File: src/hdl/aesl_pkg.sv
// Package for the ANSI escape stripping line assembler.
// Holds the character codes and the command type passed from the parser to the line unit.
// No dependencies.
package aesl_pkg;

  localparam logic [7:0] CH_ESC = 8'h1B;
  localparam logic [7:0] CH_BEL = 8'h07;
  localparam logic [7:0] CH_BS  = 8'h08;
  localparam logic [7:0] CH_CR  = 8'h0D;
  localparam logic [7:0] CH_LF  = 8'h0A;
  localparam logic [7:0] CH_LBR = 8'h5B;
  localparam logic [7:0] CH_RBR = 8'h5D;
  localparam logic [7:0] CH_BSL = 8'h5C;

  // Number of commands the queue between parser and line unit can hold.
  localparam int unsigned QUEUE_DEPTH = 2;

  typedef enum logic [1:0] {
    CMD_APPEND,
    CMD_BACKSPACE,
    CMD_CLEAR,
    CMD_EMIT
  } cmd_op_t;

  typedef struct packed {
    cmd_op_t    op;
    logic [7:0] data;
  } cmd_t;

endpackage

File: src/hdl/aesl_front.sv
// Parser front end: accepts raw bytes, tracks escape state and turns plain-text bytes
// into line commands. Depends on aesl_pkg.
module aesl_front (
  input  logic          clk,
  input  logic          rst,
  input  logic [7:0]    byte_in,
  input  logic          byte_valid,
  output logic          byte_ready,
  output logic          cmd_push,
  output aesl_pkg::cmd_t cmd,
  input  logic          queue_full
);
  import aesl_pkg::*;

  typedef enum logic [1:0] {
    MODE_PLAIN,
    MODE_ESC,
    MODE_CSI,
    MODE_OSC
  } mode_t;

  mode_t mode, mode_next;
  logic  prev_esc, prev_esc_next;
  logic  has_cmd;
  logic  accept;

  assign byte_ready = !queue_full;
  assign accept     = byte_valid && byte_ready;
  assign cmd_push   = accept && has_cmd;

  always_comb begin
    mode_next     = mode;
    prev_esc_next = prev_esc;
    has_cmd       = 1'b0;
    cmd.op        = CMD_APPEND;
    cmd.data      = byte_in;
    case (mode)
      MODE_ESC: begin
        if (byte_in == CH_LBR) begin
          mode_next = MODE_CSI;
        end else if (byte_in == CH_RBR) begin
          mode_next     = MODE_OSC;
          prev_esc_next = 1'b0;
        end else begin
          mode_next = MODE_PLAIN;
        end
      end
      MODE_CSI: begin
        if (byte_in inside {[8'h41:8'h5A], [8'h61:8'h7A]}) begin
          mode_next = MODE_PLAIN;
        end
      end
      MODE_OSC: begin
        if (byte_in == CH_BEL || (byte_in == CH_BSL && prev_esc)) begin
          mode_next     = MODE_PLAIN;
          prev_esc_next = 1'b0;
        end else begin
          prev_esc_next = (byte_in == CH_ESC);
        end
      end
      default: begin
        if (byte_in == CH_ESC) begin
          mode_next = MODE_ESC;
        end else if (byte_in == CH_BEL) begin
          has_cmd = 1'b0;
        end else if (byte_in == CH_BS) begin
          has_cmd = 1'b1;
          cmd.op  = CMD_BACKSPACE;
        end else if (byte_in == CH_CR) begin
          has_cmd = 1'b1;
          cmd.op  = CMD_CLEAR;
        end else if (byte_in == CH_LF) begin
          has_cmd = 1'b1;
          cmd.op  = CMD_EMIT;
        end else begin
          has_cmd = 1'b1;
          cmd.op  = CMD_APPEND;
        end
      end
    endcase
  end

  always_ff @(posedge clk) begin
    if (rst) begin
      mode     <= MODE_PLAIN;
      prev_esc <= 1'b0;
    end else if (accept) begin
      mode     <= mode_next;
      prev_esc <= prev_esc_next;
    end
  end

endmodule

File: src/hdl/aesl_queue.sv
// Short command queue between the parser and the line unit.
// Depends on aesl_pkg for the command type and depth.
module aesl_queue (
  input  logic           clk,
  input  logic           rst,
  input  logic           push,
  input  aesl_pkg::cmd_t push_cmd,
  output logic           full,
  input  logic           pop,
  output aesl_pkg::cmd_t pop_cmd,
  output logic           not_empty
);
  import aesl_pkg::*;

  localparam int unsigned PTR_W = (QUEUE_DEPTH > 1) ? $clog2(QUEUE_DEPTH) : 1;
  localparam int unsigned CNT_W = $clog2(QUEUE_DEPTH + 1);

  cmd_t             entries [QUEUE_DEPTH];
  logic [PTR_W-1:0] wr_ptr;
  logic [PTR_W-1:0] rd_ptr;
  logic [CNT_W-1:0] count;
  logic             do_push, do_pop;

  assign full      = (count == CNT_W'(QUEUE_DEPTH));
  assign not_empty = (count != '0);
  assign do_push   = push && !full;
  assign do_pop    = pop && not_empty;
  assign pop_cmd   = entries[rd_ptr];

  always_ff @(posedge clk) begin
    if (do_push) begin
      entries[wr_ptr] <= push_cmd;
    end
  end

  always_ff @(posedge clk) begin
    if (rst) begin
      wr_ptr <= '0;
      rd_ptr <= '0;
      count  <= '0;
    end else begin
      if (do_push) begin
        wr_ptr <= (wr_ptr == PTR_W'(QUEUE_DEPTH - 1)) ? '0 : wr_ptr + 1'b1;
      end
      if (do_pop) begin
        rd_ptr <= (rd_ptr == PTR_W'(QUEUE_DEPTH - 1)) ? '0 : rd_ptr + 1'b1;
      end
      if (do_push && !do_pop) begin
        count <= count + 1'b1;
      end else if (do_pop && !do_push) begin
        count <= count - 1'b1;
      end
    end
  end

endmodule

File: src/hdl/aesl_back.sv
// Line unit: executes line commands against the line store and drains finished lines
// through a registered output. Depends on aesl_pkg.
module aesl_back #(
  parameter int unsigned LINE_MAX = 63
) (
  input  logic           clk,
  input  logic           rst,
  input  logic           cmd_valid,
  input  aesl_pkg::cmd_t cmd,
  output logic           cmd_pop,
  output logic [7:0]     char_out,
  output logic           line_end,
  output logic           truncated,
  output logic           char_valid,
  input  logic           char_ready
);
  import aesl_pkg::*;

  localparam int unsigned LEN_W = $clog2(LINE_MAX + 1);
  localparam int unsigned IDX_W = (LINE_MAX > 1) ? $clog2(LINE_MAX) : 1;

  typedef enum logic [1:0] {
    ST_IDLE,
    ST_DRAIN,
    ST_FETCH
  } state_t;

  state_t           state;
  logic [7:0]       line_mem [LINE_MAX];
  logic [7:0]       rd_data;
  logic [LEN_W-1:0] length;
  logic [LEN_W-1:0] rd_idx;
  logic             overflow;
  logic             out_free;
  logic             out_load;
  logic             wr_en;
  logic             rd_en;

  assign out_free = !char_valid || char_ready;
  assign out_load = out_free && ((state == ST_FETCH) ||
                                 ((state == ST_DRAIN) && !(rd_idx < length)));
  assign cmd_pop  = (state == ST_IDLE) && cmd_valid;
  assign wr_en    = cmd_pop && (cmd.op == CMD_APPEND) && (length < LEN_W'(LINE_MAX));
  assign rd_en    = (state == ST_DRAIN) && (rd_idx < length);

  always_ff @(posedge clk) begin
    if (wr_en) begin
      line_mem[length[IDX_W-1:0]] <= cmd.data;
    end
    if (rd_en) begin
      rd_data <= line_mem[rd_idx[IDX_W-1:0]];
    end
  end

  always_ff @(posedge clk) begin
    if (rst) begin
      state      <= ST_IDLE;
      length     <= '0;
      rd_idx     <= '0;
      overflow   <= 1'b0;
      char_valid <= 1'b0;
    end else begin
      if (out_load) begin
        char_valid <= 1'b1;
      end else if (char_valid && char_ready) begin
        char_valid <= 1'b0;
      end
      case (state)
        ST_IDLE: begin
          if (cmd_valid) begin
            case (cmd.op)
              CMD_APPEND: begin
                if (length < LEN_W'(LINE_MAX)) begin
                  length <= length + 1'b1;
                end else begin
                  overflow <= 1'b1;
                end
              end
              CMD_BACKSPACE: begin
                if (length != '0) begin
                  length <= length - 1'b1;
                end
              end
              CMD_CLEAR: begin
                length <= '0;
              end
              CMD_EMIT: begin
                rd_idx <= '0;
                state  <= ST_DRAIN;
              end
              default: begin
                state <= ST_IDLE;
              end
            endcase
          end
        end
        ST_DRAIN: begin
          if (rd_idx < length) begin
            state <= ST_FETCH;
          end else if (out_free) begin
            char_out   <= CH_LF;
            line_end   <= 1'b1;
            truncated  <= overflow;
            length     <= '0;
            overflow   <= 1'b0;
            state      <= ST_IDLE;
          end
        end
        ST_FETCH: begin
          if (out_free) begin
            char_out   <= rd_data;
            line_end   <= 1'b0;
            truncated  <= overflow;
            rd_idx     <= rd_idx + 1'b1;
            state      <= ST_DRAIN;
          end
        end
        default: begin
          state <= ST_IDLE;
        end
      endcase
    end
  end

endmodule

File: src/hdl/ansi_escape_strip_line_assembler.sv
// Top level of the ANSI escape stripping line assembler.
// Instantiates aesl_front, aesl_queue and aesl_back; depends on aesl_pkg.
//
// Usage:
//   Input channel (byte_in, byte_valid, byte_ready) takes one raw terminal byte
//   per request. Escape sequences (CSI, OSC and two-byte escapes) are removed,
//   BEL is dropped, backspace and CR edit the pending line, LF ends it, and
//   every other byte is appended to a line store of LINE_MAX bytes. Bytes
//   beyond that are dropped and the line is marked truncated.
//   Output channel (char_out, line_end, truncated, char_valid, char_ready)
//   delivers a finished line one character per request on LF, ending with an
//   LF request that has line_end set.
//   Throughput: the parser takes one byte per cycle while byte_ready is high.
//   Each command goes through a two-entry queue to the line unit, which
//   executes the edits while it is idle. A line drains one character per
//   pass through the DRAIN and FETCH states, set by the registered read port
//   of the line store, and the closing LF follows; while it drains the queue
//   fills and byte_ready then falls.
//   When the receiver stalls, the output register holds its request and the
//   drain waits; bytes already in the queue stay there.
//   Reset clears the escape state, the queue, the line length and the
//   truncation flag; the store contents need no clearing.
module ansi_escape_strip_line_assembler #(
  parameter int unsigned LINE_MAX = 63
) (
  input  logic       clk,
  input  logic       rst,
  input  logic [7:0] byte_in,
  input  logic       byte_valid,
  output logic       byte_ready,
  output logic [7:0] char_out,
  output logic       line_end,
  output logic       truncated,
  output logic       char_valid,
  input  logic       char_ready
);
  import aesl_pkg::*;

  cmd_t front_cmd;
  cmd_t back_cmd;
  logic front_push;
  logic queue_full;
  logic queue_not_empty;
  logic back_pop;

  // The parser turns bytes into line commands; escape bytes produce none.
  aesl_front u_front (
    .clk        (clk),
    .rst        (rst),
    .byte_in    (byte_in),
    .byte_valid (byte_valid),
    .byte_ready (byte_ready),
    .cmd_push   (front_push),
    .cmd        (front_cmd),
    .queue_full (queue_full)
  );

  // The queue lets the parser keep running while the line unit drains a line.
  aesl_queue u_queue (
    .clk       (clk),
    .rst       (rst),
    .push      (front_push),
    .push_cmd  (front_cmd),
    .full      (queue_full),
    .pop       (back_pop),
    .pop_cmd   (back_cmd),
    .not_empty (queue_not_empty)
  );

  // The line unit owns the store, the length and the truncation flag.
  aesl_back #(
    .LINE_MAX (LINE_MAX)
  ) u_back (
    .clk        (clk),
    .rst        (rst),
    .cmd_valid  (queue_not_empty),
    .cmd        (back_cmd),
    .cmd_pop    (back_pop),
    .char_out   (char_out),
    .line_end   (line_end),
    .truncated  (truncated),
    .char_valid (char_valid),
    .char_ready (char_ready)
  );

endmodule
File: config.mk
export PLATFORM = sky130hd
export DESIGN_NAME = ansi_escape_strip_line_assembler
export DESIGN_NICKNAME = d
export VERILOG_FILES = /design/src/hdl/aesl_pkg.sv /design/src/hdl/aesl_front.sv /design/src/hdl/aesl_queue.sv /design/src/hdl/aesl_back.sv /design/src/hdl/ansi_escape_strip_line_assembler.sv
export SDC_FILE = /design/constraint.sdc
export NUM_CORES = 1
export LEC_CHECK = 0
export ABC_AREA = 0
export BUFFER_PORTS_ARGS = -buffer_cell sky130_fd_sc_hd__clkbuf_2
export CORE_MARGIN = 3
export CORE_UTILIZATION = 57
export CTS_CLUSTER_SIZE = 25
export DETAILED_ROUTE_END_ITERATION = 8
export PLACE_DENSITY = 0.73
export SYNTH_ARGS = -nofsm -noshare
export SYNTH_HDL_FRONTEND = slang
export SYNTH_SLANG_ARGS = --single-unit
File: constraint.sdc
create_clock -name clk -period 7.85 [get_ports clk]
set_input_delay 1.9625 -clock clk [delete_from_list [all_inputs] [get_ports clk]]
set_output_delay 1.9625 -clock clk [all_outputs]
set_load 0.05 [all_outputs]
==> results_dict.tcl <==
set metrics [dict create \
    clock_power_share 0.372 \
    postCtsSetupBuffers 0 \
    syn_to_final_growth_pct 9.63 \
    regToRegEndpoint "u_back.rd_data[2]" \
    r2r_slack_ns 4.21 \
    clock_latency_ns 0.59 \
    cts_sinks 566 \
    cts_buffer_depth 3 \
    whs_path_depth 0 \
    clk_pin_slew_ns 0.06 \
    diodes 0 \
    power.net_switching_uw 1680 \
    cap_violations 0 \
    yosys_warnings 0 \
    placementRows 72 \
    leak_uw 0.00767 \
    ir_worst_vdd_v 0.000263 \
    mappedNetlistArea_sq_um 23000 \
    grt_antenna_before_repair 0 \
    post_synth_most_frequent_cells "sky130_fd_sc_hd__edfxtp_1, sky130_fd_sc_hd__mux4_2, sky130_fd_sc_hd__nor2_1, sky130_fd_sc_hd__nand2_1, sky130_fd_sc_hd__mux2i_1" \
    worstRegToRegCells 6 \
    first_pass_grt_wire_length_um 73900 \
    port-buffer-count 23 \
    sequentialPowerShare 0.523 \
    yosysUniqueCellTypes 66 \
    min_delay_worst_endpoint "u_back.truncated" \
    number_of_pins_exceeding_their_max_slew_limit_in_the_final_report 0 \
    timing.critical_path.arrival_ns 3.97 \
    clock.fmax_mhz 274 \
    vias 11800 \
    postSynthNetCount 1281 \
    fin_nets 1312 \
    number_of_buffers_inserted_by_hold_repair_at_cts 0 \
    hold_start "u_back.overflow" \
    sw_frac_of_total 0.239 \
    status "finished, final reports clean" \
    grt_remaining_overflow 0 \
    ys_flop_type "sky130_fd_sc_hd__edfxtp_1" \
    yosys.area_share.simple 0.0552 \
    die_height_um 207 \
    drt-vias-per-instance 6.44 \
    grt_usage 0.236 \
    synth_area_leader_cell "sky130_fd_sc_hd__edfxtp_1" \
    crit_type "reg2reg" \
    post_cts_resize_count 0 \
    reg2reg_from "u_back.rd_idx[0]" \
    post_synth_xor_area_fraction 0.00343 \
    place.detailed.hpwl_um 29100 \
    postSynthAreaPerCell_sq_um 18.4 \
    seq_area_frac_synth 0.729 \
    synth_most_common_cell "sky130_fd_sc_hd__edfxtp_1" \
    largest_net_degree_at_the_start_of_global_routing 64 \
    total_power_uw 7040 \
    power-per-cell-area_nw_per_um2 279 \
    path_max_fanout 53 \
    synth.ff_latch_count 566 \
    synth_compound_area_frac 0.0420 \
    synth_edf_count 542 \
    post-route-period-util 0.464 \
    timing.final.hold_violations 0 \
    rsz0062_at_grt "no" \
    synthCells 1247 \
    layout_min_cycle_time_ns 3.64 \
    die_width_um 207 \
    end_kind "flop" \
    cts-buffers-inserted 54 \
    largest_family_of_logic_cells_by_synthesized_area "multiplexers" \
    synth_fa_ha_area_frac 0.0120 \
    dr.pass1.iters 5 \
    tritoncts "built" \
    final_layout_size_suffix_gt1_frac 0.183 \
    internal_dissipation_uw 5350 \
    core_area_sq_um 39200 \
    fin_util 0.643 \
    portion_of_netlist_area_occupied_by_mux_cells 0.134 \
    register_area_sq_um 16800 \
    first_global_vias 11700 \
    hold_path_class "reg2reg" \
    synth_async_sr_flop_share 0 \
    pwr-share-comb 0.105 \
    synth_top_cell_area_share 0.708 \
    wirelength_um 49500 \
    area_enclosed_by_the_die_boundary_sq_um 42800 \
    required_ns 8.17 \
    tightest_slew_ns 1.20 \
    effective_utilization_at_floorplan 0.586 \
    wire_per_inst_um 26.9 \
    detailedRoute.firstIterationViolations 1334 \
    cts_htree_levels 2 \
    design.portCount 24 \
    ant_nets 0 \
    place.gp.congestion 0.834 \
    worstSetupStartpointType "flop" \
    clockRootBuffer "sky130_fd_sc_hd__clkbuf_16" \
    total_area_of_multi_input_combinational_cells_sq_um 5680 \
    yosys-top-cells-area "sky130_fd_sc_hd__edfxtp_1, sky130_fd_sc_hd__mux4_2, sky130_fd_sc_hd__dfxtp_1" \
    fin_setup_tns_ns 0 \
    finClkSkew_ns 0.0177 \
    n_fill_cell 2662 \
    max_transition_margin 0.197 \
    setup_viol_count_final 0 \
    detail_route.drc_violations 0 \
]
-- per-layer routing --
metal	track usage	vias to the layer above	share of wire
li1	-	5093	-
met1	0.341	6158	0.41
met2	0.368	500	0.49
met3	0.0524	81	0.083
met4	0.0756	0	0.027
met5	0	-	0
-- cell families (layout without fill, tap and decap cells) --
family / after synthesis / after routing
AO/OA/AOI/OAI: 140 / 140
XOR/XNOR: 9 / 9
multiplexers: 165 / 165
AND/OR/NAND/NOR: 263 / 263
adder cells (fa/ha/maj): 22 / 22
flip-flops: 566 / 566
buffers and inverters: 82 / 155
-- cell usage in the layout (no fill, tap or decap), types with 8 or more instances in the layout --
cell type and n:
sky130_fd_sc_hd__clkinv_2 8, sky130_fd_sc_hd__clkbuf_16 57, sky130_fd_sc_hd__a211oi_1 10, sky130_fd_sc_hd__nand2b_1 9, sky130_fd_sc_hd__a22oi_1 18, sky130_fd_sc_hd__nor2b_1 15
sky130_fd_sc_hd__mux2_2 12, sky130_fd_sc_hd__buf_4 15, sky130_fd_sc_hd__edfxtp_1 542, sky130_fd_sc_hd__and2_1 12, sky130_fd_sc_hd__clkbuf_2 23, sky130_fd_sc_hd__nand2_1 64
sky130_fd_sc_hd__nand3_1 16, sky130_fd_sc_hd__mux2i_1 42, sky130_fd_sc_hd__a21oi_1 24, sky130_fd_sc_hd__nor3_1 13, sky130_fd_sc_hd__inv_1 18, sky130_fd_sc_hd__nor2_1 94
sky130_fd_sc_hd__clkbuf_1 12, sky130_fd_sc_hd__o22ai_1 19, sky130_fd_sc_hd__mux4_2 104, sky130_fd_sc_hd__o21ai_0 21, sky130_fd_sc_hd__dfxtp_1 21, sky130_fd_sc_hd__ha_1 22
sky130_fd_sc_hd__clkinv_1 13
-- power groups by stage --
| stage | logic, uW | clock network (uW) | registers (uW) |
|---|---|---|---|
| 2_1_floorplan | 444 | 0 | 3740 |
| 3_3_place_gp | 714 | 0 | 3740 |
| 3_5_place_dp | 742 | 0 | 3750 |
| 4_1_cts | 746 | 2640 | 3680 |
| 5_1_grt | 812 | 2750 | 3690 |
| 6_report | 740 | 2610 | 3680 |
-- state kept, by name, indices dropped and copies added, names as in the netlist, 2 cells and up, named ones only --
register         count
u_back.line_mem    504
u_back.char_out      8
u_back.rd_data       8
u_back.state         2
u_back.rd_idx        6
u_queue.entries     20
u_queue.count        2
u_front.mode         2
u_back.length        6
-- stage by stage --
step,setup WS (ns),instances,hold WS [ns],area (sq um)
after floorplan,4.05,1247,0.419,23000
after global placement,3.88,1740,0.440,23400
after detailed placement,3.78,1740,0.447,23400
after CTS,4.14,1838,0.462,25200
after global routing,3.94,1838,0.487,25200
final,4.21,1838,0.471,25200
-- worst max path at each step --
stage / from / endpoint / depth (start not counted)
3_5_place_dp: byte_in[5] / u_queue.count[1] / 8
6_report: u_back.rd_idx[0] / u_back.rd_data[2] / 6
4_1_cts: u_back.rd_idx[0] / u_back.rd_data[2] / 6
3_3_place_gp: byte_in[5] / u_queue.count[1] / 8
2_1_floorplan: byte_in[0] / u_queue.entries[0][0] / 4
5_1_grt: u_back.rd_idx[0] / u_back.rd_data[2] / 6
-- critical path, cell delays in order (launching register included) --
cell	delay, ns
sky130_fd_sc_hd__dfxtp_4	1.01
sky130_fd_sc_hd__buf_4	0.72
sky130_fd_sc_hd__mux4_1	0.63
sky130_fd_sc_hd__mux2_2	0.28
sky130_fd_sc_hd__a22o_1	0.22
sky130_fd_sc_hd__a2111oi_2	0.38
sky130_fd_sc_hd__nor3_1	0.09
-- final cells by class --
type	count	share of cell area
flip-flops and latches	566	0.666
well taps	518	0.0257
multi-input cells	599	0.226
repair buffers	39	0.00983
clock buffers	69	0.0584
inverters	18	0.00268
clock inverters	29	0.0122
Power figures use the tool's default switching activity.
